File: src/design/irpwd_pkg.sv
// Shared types and constants for the infrared pulse-width frame decoder.
// Holds event codes, register indexes, reset values and the bundles that
// pass between the top level and the decode core.
`timescale 1ns / 1ps

package irpwd_pkg;

  typedef enum logic [1:0] {
    OP_TICK  = 2'd0,
    OP_PULSE = 2'd1,
    OP_READ  = 2'd2,
    OP_NONE  = 2'd3
  } op_t;

  typedef enum logic [2:0] {
    REG_START_WIDTH  = 3'd0,
    REG_ZERO_WIDTH   = 3'd1,
    REG_ONE_WIDTH    = 3'd2,
    REG_REPEAT_WIDTH = 3'd3,
    REG_TOLERANCE    = 3'd4,
    REG_TIMEOUT      = 3'd5,
    REG_DEVICE_ID    = 3'd6
  } reg_idx_t;

  localparam logic [15:0] START_WIDTH_RST  = 16'd4500;
  localparam logic [15:0] ZERO_WIDTH_RST   = 16'd560;
  localparam logic [15:0] ONE_WIDTH_RST    = 16'd1680;
  localparam logic [15:0] REPEAT_WIDTH_RST = 16'd2500;
  localparam logic [11:0] TOLERANCE_RST    = 12'd240;
  localparam logic [7:0]  TIMEOUT_RST      = 8'd14;
  localparam logic [7:0]  DEVICE_ID_RST    = 8'd0;

  typedef struct packed {
    logic [15:0] start_width;
    logic [15:0] zero_width;
    logic [15:0] one_width;
    logic [15:0] repeat_width;
    logic [11:0] tolerance;
    logic [7:0]  timeout_ticks;
    logic [7:0]  device_id;
  } cfg_t;

  typedef struct packed {
    logic [7:0] command;
    logic [7:0] address;
    logic       frame_ended;
    logic [7:0] repeat_seen;
  } result_t;

endpackage

File: src/design/irpwd_core.sv
// Decode core: frame state machine, bit word, tick and repeat counters.
// Applies one event per enabled cycle; the read result is combinational.
// Depends on irpwd_pkg.
`timescale 1ns / 1ps

module irpwd_core (
  input  logic                clk,
  input  logic                rst,
  input  irpwd_pkg::cfg_t     cfg,
  input  logic                ev_valid,
  input  logic [1:0]          ev_op,
  input  logic [15:0]         ev_width,
  output irpwd_pkg::result_t  res
);

  typedef enum logic [3:0] {
    PH_WAIT   = 4'b0001,
    PH_START  = 4'b0010,
    PH_REPEAT = 4'b0100,
    PH_STOP   = 4'b1000
  } phase_t;

  phase_t      phase, phase_next;
  logic [31:0] bit_word, bit_word_next;
  logic [8:0]  tick_count, tick_count_next;
  logic [7:0]  repeat_count, repeat_count_next;
  logic [7:0]  last_command, last_command_next;
  logic [7:0]  last_address, last_address_next;

  logic        win_start, win_zero, win_one, win_repeat;
  logic [8:0]  tick_inc;
  logic [31:0] word_after_zero;
  logic        frame_ended;

  // Strict signed window: a negative lower bound never rejects.
  function automatic logic in_window(input logic [15:0] w, input logic [15:0] nom,
                                     input logic [11:0] tol);
    logic signed [17:0] lo;
    logic signed [17:0] hi;
    logic signed [17:0] ws;
    lo = $signed({2'b00, nom}) - $signed({6'b000000, tol});
    hi = $signed({2'b00, nom}) + $signed({6'b000000, tol});
    ws = $signed({2'b00, w});
    return (ws > lo) && (ws < hi);
  endfunction

  assign win_start  = in_window(ev_width, cfg.start_width, cfg.tolerance);
  assign win_zero   = in_window(ev_width, cfg.zero_width, cfg.tolerance);
  assign win_one    = in_window(ev_width, cfg.one_width, cfg.tolerance);
  assign win_repeat = in_window(ev_width, cfg.repeat_width, cfg.tolerance);
  assign tick_inc   = tick_count + 9'd1;
  assign word_after_zero = win_zero ? {bit_word[30:0], 1'b0} : bit_word;

  always_comb begin
    phase_next        = phase;
    bit_word_next     = bit_word;
    tick_count_next   = tick_count;
    repeat_count_next = repeat_count;
    last_command_next = last_command;
    last_address_next = last_address;
    frame_ended       = 1'b0;
    unique case (irpwd_pkg::op_t'(ev_op))
      irpwd_pkg::OP_TICK: begin
        if (phase == PH_START || phase == PH_REPEAT) begin
          if (tick_inc > {1'b0, cfg.timeout_ticks}) begin
            phase_next      = PH_STOP;
            tick_count_next = '0;
          end else begin
            tick_count_next = tick_inc;
          end
        end else if (phase == PH_STOP) begin
          tick_count_next = '0;
        end
      end
      irpwd_pkg::OP_PULSE: begin
        unique case (phase)
          PH_WAIT: begin
            if (win_start) phase_next = PH_START;
          end
          PH_START: begin
            // zero and one windows may overlap: shift twice then
            bit_word_next = win_one ? {word_after_zero[30:0], 1'b1} : word_after_zero;
            if (win_repeat) begin
              phase_next        = PH_REPEAT;
              repeat_count_next = repeat_count + 8'd1;
            end
          end
          PH_REPEAT: begin
            if (win_repeat) repeat_count_next = repeat_count + 8'd1;
          end
          PH_STOP: begin
          end
          default: begin
          end
        endcase
      end
      irpwd_pkg::OP_READ: begin
        if (phase == PH_STOP) begin
          if (bit_word[31:24] == ~bit_word[23:16] && bit_word[31:24] == cfg.device_id) begin
            last_address_next = bit_word[31:24];
            if (bit_word[15:8] == ~bit_word[7:0]) last_command_next = bit_word[15:8];
          end
          phase_next        = PH_WAIT;
          bit_word_next     = '0;
          repeat_count_next = '0;
          frame_ended       = 1'b1;
        end
      end
      default: begin
      end
    endcase
  end

  assign res.command     = last_command_next;
  assign res.address     = last_address_next;
  assign res.frame_ended = frame_ended;
  assign res.repeat_seen = repeat_count;

  always_ff @(posedge clk) begin
    if (rst) begin
      phase        <= PH_WAIT;
      bit_word     <= '0;
      tick_count   <= '0;
      repeat_count <= '0;
      last_command <= '0;
      last_address <= '0;
    end else if (ev_valid) begin
      phase        <= phase_next;
      bit_word     <= bit_word_next;
      tick_count   <= tick_count_next;
      repeat_count <= repeat_count_next;
      last_command <= last_command_next;
      last_address <= last_address_next;
    end
  end

endmodule

File: src/design/ir_pulse_width_frame_decoder.sv
// Top level of the infrared pulse-width frame decoder: configuration
// registers, input register, result register and handshakes.
// Depends on irpwd_pkg and irpwd_core.
//
// Usage:
//   Requests enter on in_valid/in_ready with op (0 overflow tick,
//   1 measured high pulse with pulse_width, 2 read, 3 ignored).
//   Only a read produces a result, on out_valid/out_ready with command,
//   address, frame_ended and repeat_seen.
//   Configuration: cfg_we writes cfg_data into register cfg_index
//   (0 start, 1 zero, 2 one, 3 repeat width, 4 tolerance, 5 timeout,
//   6 device id) in the same cycle; write only while the block is idle.
//   Path: an accepted request waits in the input register, then is applied
//   to the state machine by the edge that also loads the result register,
//   which drives out_valid; a read can be held in the input register (see Stall).
//   Throughput: one request per cycle while no read is held; the window
//   compares and state update are combinational, between input and result register.
//   Stall: while the result register is full and out_ready is low, a read
//   waits in the input register and in_ready drops; ticks and pulses keep
//   flowing until a read reaches the input register.
//   Reset: configuration and core registers take their default values, the machine returns to
//   wait, counters and the bit word clear, and no result is pending.
`timescale 1ns / 1ps

module ir_pulse_width_frame_decoder (
  input  logic        clk,
  input  logic        rst,
  input  logic        cfg_we,
  input  logic [2:0]  cfg_index,
  input  logic [15:0] cfg_data,
  input  logic        in_valid,
  output logic        in_ready,
  input  logic [1:0]  op,
  input  logic [15:0] pulse_width,
  output logic        out_valid,
  input  logic        out_ready,
  output logic [7:0]  command,
  output logic [7:0]  address,
  output logic        frame_ended,
  output logic [7:0]  repeat_seen
);

  irpwd_pkg::cfg_t    cfg;
  irpwd_pkg::result_t res;
  irpwd_pkg::result_t res_q;

  logic        stage_valid;
  logic [1:0]  stage_op;
  logic [15:0] stage_width;
  logic        is_read;
  logic        apply;

  assign is_read  = (stage_op == irpwd_pkg::OP_READ);
  // hold a read while the result register cannot take it
  assign apply    = stage_valid && (!is_read || !out_valid || out_ready);
  assign in_ready = !stage_valid || apply;

  always_ff @(posedge clk) begin
    if (rst) begin
      cfg.start_width   <= irpwd_pkg::START_WIDTH_RST;
      cfg.zero_width    <= irpwd_pkg::ZERO_WIDTH_RST;
      cfg.one_width     <= irpwd_pkg::ONE_WIDTH_RST;
      cfg.repeat_width  <= irpwd_pkg::REPEAT_WIDTH_RST;
      cfg.tolerance     <= irpwd_pkg::TOLERANCE_RST;
      cfg.timeout_ticks <= irpwd_pkg::TIMEOUT_RST;
      cfg.device_id     <= irpwd_pkg::DEVICE_ID_RST;
    end else if (cfg_we) begin
      unique case (irpwd_pkg::reg_idx_t'(cfg_index))
        irpwd_pkg::REG_START_WIDTH:  cfg.start_width   <= cfg_data;
        irpwd_pkg::REG_ZERO_WIDTH:   cfg.zero_width    <= cfg_data;
        irpwd_pkg::REG_ONE_WIDTH:    cfg.one_width     <= cfg_data;
        irpwd_pkg::REG_REPEAT_WIDTH: cfg.repeat_width  <= cfg_data;
        irpwd_pkg::REG_TOLERANCE:    cfg.tolerance     <= cfg_data[11:0];
        irpwd_pkg::REG_TIMEOUT:      cfg.timeout_ticks <= cfg_data[7:0];
        irpwd_pkg::REG_DEVICE_ID:    cfg.device_id     <= cfg_data[7:0];
        default: begin
        end
      endcase
    end
  end

  always_ff @(posedge clk) begin
    if (rst) begin
      stage_valid <= 1'b0;
    end else if (in_ready) begin
      stage_valid <= in_valid;
    end
  end

  always_ff @(posedge clk) begin
    if (in_ready && in_valid) begin
      stage_op    <= op;
      stage_width <= pulse_width;
    end
  end

  irpwd_core u_core (
    .clk      (clk),
    .rst      (rst),
    .cfg      (cfg),
    .ev_valid (apply),
    .ev_op    (stage_op),
    .ev_width (stage_width),
    .res      (res)
  );

  always_ff @(posedge clk) begin
    if (rst) begin
      out_valid <= 1'b0;
    end else if (apply && is_read) begin
      out_valid <= 1'b1;
    end else if (out_ready) begin
      out_valid <= 1'b0;
    end
  end

  always_ff @(posedge clk) begin
    if (apply && is_read) begin
      res_q <= res;
    end
  end

  assign command     = res_q.command;
  assign address     = res_q.address;
  assign frame_ended = res_q.frame_ended;
  assign repeat_seen = res_q.repeat_seen;

endmodule
File: config.mk
export PLATFORM = sky130hd
export DESIGN_NAME = ir_pulse_width_frame_decoder
export DESIGN_NICKNAME = d
export VERILOG_FILES = /design/src/design/irpwd_pkg.sv /design/src/design/irpwd_core.sv /design/src/design/ir_pulse_width_frame_decoder.sv
export SDC_FILE = /design/constraint.sdc
export NUM_CORES = 1
export LEC_CHECK = 0
export ABC_AREA = 1
export BUFFER_PORTS_ARGS = -buffer_cell sky130_fd_sc_hd__buf_2
export CORE_MARGIN = 3
export CORE_UTILIZATION = 45
export DETAILED_ROUTE_END_ITERATION = 10
export PLACE_DENSITY_LB_ADDON = 0.3
export SETUP_SLACK_MARGIN = 0.1
export SYNTH_ARGS = -nofsm -noshare
export SYNTH_HDL_FRONTEND = slang
export SYNTH_SLANG_ARGS = --single-unit
File: constraint.sdc
create_clock -name clk -period 3.9 [get_ports clk]
set_input_delay 0.78 -clock clk [delete_from_list [all_inputs] [get_ports clk]]
set_output_delay 0.78 -clock clk [all_outputs]
set_load 0.005 [all_outputs]
==> impl_metrics.json <==
{
  "worstHoldPathType": "in -> reg",
  "report.power.total_mw": 6.87,
  "use_met1": 0.374,
  "synth_area_sq_um": 17100,
  "peakVddDrop_uv": 335,
  "synth.avg_cell_area_sq_um": 7.20,
  "antenna_left": 0,
  "setup_violations": 0,
  "die_area_sq_um": 40400,
  "clk_latency_ps": 570,
  "yosys-top-cells-area": "dfxtp_1 (19%), ha_1 (17%), nand2_1 (10%)",
  "crit_required_ps": 4390,
  "areaGrowthSynthToFinish_pct": 21.6,
  "core_sq_um": 37000,
  "grt_overflow": 0,
  "synth_edf_count": 43,
  "critical-path-max-stage-delay_ps": 350,
  "setup.worst_path.start_class": "flop",
  "rsz0062_at_grt": "yes",
  "cp_max_fo": 8,
  "layout_worst_path_cycle_share": 0.972,
  "slew_headroom": 0.327,
  "detail_route.drc_violations": 0,
  "nNetsFinal": 2810,
  "clk_pin_slew_ps": 60,
  "htreeDepth": 1,
  "synth_top_cell_by_area": "dfxtp_1",
  "busiest_layer": "met2",
  "crit_arrival_ps": 4280,
  "finalHoldViolCount": 0,
  "cts_tree": "built",
  "fmax_mhz": 264,
  "synth_top_cells_by_count": "nand2_1 (457), inv_1 (253), nor2_1 (245)",
  "worst_setup_path_end_kind": "flop",
  "finalNonFillerCells": 3050,
  "finalWirelength_um": 54500,
  "fin_crit_ps": 3790,
  "grt_max_degree": 64,
  "finClkSkew_ps": 25.3,
  "synthMostInstantiatedCell": "nand2_1",
  "drive_gt1_frac": 0.205,
  "track_usage": 0.250,
  "via_per_inst": 5.46,
  "grtUsageMet2": 0.390,
  "ios": 69,
  "cap_violations": 0,
  "power_density_nw_per_um2": 330,
  "globalplace.congestion": 0.914,
  "cts_buffers": 26,
  "synth_cells": 2381,
  "firstDrtPassIters": 5,
  "netlist.area_leader.share": 0.190,
  "hpwlAfterDp_um": 40200,
  "dieHeight_um": 201,
  "worstSetupPathType": "reg -> reg",
  "worst_slew_pin_slew_ps": 1010,
  "antenna_found_initial": 0,
  "seq_area_frac_synth": 0.266,
  "dieWidth_um": 201,
  "row_count": 70,
  "cts_root_buffer": "clkbuf_16",
  "cts_sinks": 206,
  "start_util": 0.462,
  "yosysWarnings": 0,
  "drv_slew": 0,
  "max-clock-path-buffers": 3,
  "io_buffers": 68,
  "synthesis.nets": 2665,
  "synth-seq-cells": 206,
  "critPathSlowestCell": "dfxtp_2",
  "drt_iter0_markers": 1560,
  "cp_common_cell": "nand2_2",
  "placed_cells": 2967,
  "wl_per_cell_um": 17.9,
  "status": "finished clean",
  "grt_pass1_wl_um": 82700,
  "rrSetupSlack_ps": 110,
  "synth-main-ff-cell": "dfxtp_1",
  "diodes": 0,
  "cts_hold_buf": 0,
  "vias": 16700,
  "grt_use_met3": 0.0267,
  "grt_pass1_vias": 15000,
  "synth_cell_types": 60,
  "async_flop_share": 0,
  "power.leakage_nw": 9.70
}
-- per-layer routing --
layer	vias to the layer above	wire length, um
li1	8200	-
met2	537	24000
met1	7835	25900
met4	0	1110
met5	-	0
met3	85	3610
-- final timing paths --
check / from / to / depth (start not counted)
setup reg to reg: cfg[18]$_SDFFE_PP0P_ / u_core.bit_word[18]$_SDFFE_PP0P_ / 28
hold / removal: pulse_width[10] / stage_width[10]$_DFFE_PP_ / 1
setup / recovery: cfg[18]$_SDFFE_PP0P_ / u_core.bit_word[18]$_SDFFE_PP0P_ / 28
hold reg to reg: u_core.tick_count[8]$_SDFFE_PP0P_ / u_core.tick_count[8]$_SDFFE_PP0P_ / 2
-- flip-flops by register name (all words and copies together) (netlist names) --
name                 flops
u_core.phase             4
u_core.last_command      8
out_valid                1
u_core.repeat_count      8
stage_valid              1
u_core.tick_count        9
u_core.bit_word         32
command                  8
stage_op                 2
frame_ended              1
stage_width             16
address                  8
repeat_seen              8
cfg                     92
u_core.last_address      8
-- cell families after synthesis --
group | Yosys count | share of synthesized area
fa+ha+maj | 242 | 0.180
simple gates | 1000 | 0.255
flops | 206 | 0.266
xor+xnor | 136 | 0.0695
buf+inv | 368 | 0.0894
compound gates | 429 | 0.140
-- worst max-delay path, delay by kind of cell (launching register included) --
| family | cells | cell delay, ps |
|---|---|---|
| AO/OA/AOI/OAI | 7 | 1030 |
| XOR/XNOR | 1 | 160 |
| adder cells (fa/ha/maj) | 2 | 610 |
| buffers and inverters | 4 | 400 |
| flip-flops | 1 | 350 |
| AND/OR/NAND/NOR | 14 | 1150 |
-- per-stage QoR --
stage               hold WS [ps]  utilization  setup TNS, ps  instance area, sq um  setup slack [ps]
finish                       383        0.562              0                 20800               107
global route                 368        0.562           -245                 20800             -79.1
CTS                          360        0.527              0                 19500               100
detailed placement           432        0.499          -1180                 18500             -95.6
global placement             427        0.499           -186                 18500             -50.9
floorplan                    419            -              0                 17100               175
-- cell type report --
| type | count | area [sq um] |
|---|---|---|
| Clock buffer | 36 | 803 |
| Clock inverter | 12 | 110 |
| Fill cell | 3388 | 16200 |
| Inverter | 268 | 1030 |
| Multi-Input combinational cell | 1810 | 12000 |
| Sequential cell | 206 | 4560 |
| Tap cell | 504 | 631 |
| Timing Repair Buffer | 213 | 1650 |
| Timing Repair inverter | 1 | 8.76 |
-- what timing repair did --
action                     CTS  global route
setup endpoints to repair   44            44
setup buffers                1            24
resized for setup           29           235
pin swaps                    6            92
cloned                       2             9
-- power breakdown --
part           total, mW  switching (mW)  internal, mW
combinational       1.98            1.17         0.814
clock               2.55            1.03          1.51
sequential          2.35          0.0988          2.25
total               6.87            2.30          4.57
-- placed cells by master, fill, tap and decap left out, types with 43 or more instances in the layout --
master    netlist  layout
xor2_1        118     117
a21oi_1       199     169
o21ai_0       113     101
buf_4          12     121
nand3_1       201     169
nand2_1       457     422
nand3_2        14      43
inv_1         253     241
nor2_1        245     229
buf_2          29      68
ha_1          234     208
edfxtp_1       43      43
dfxtp_1       163     158
(Power assumes the default switching activity.)
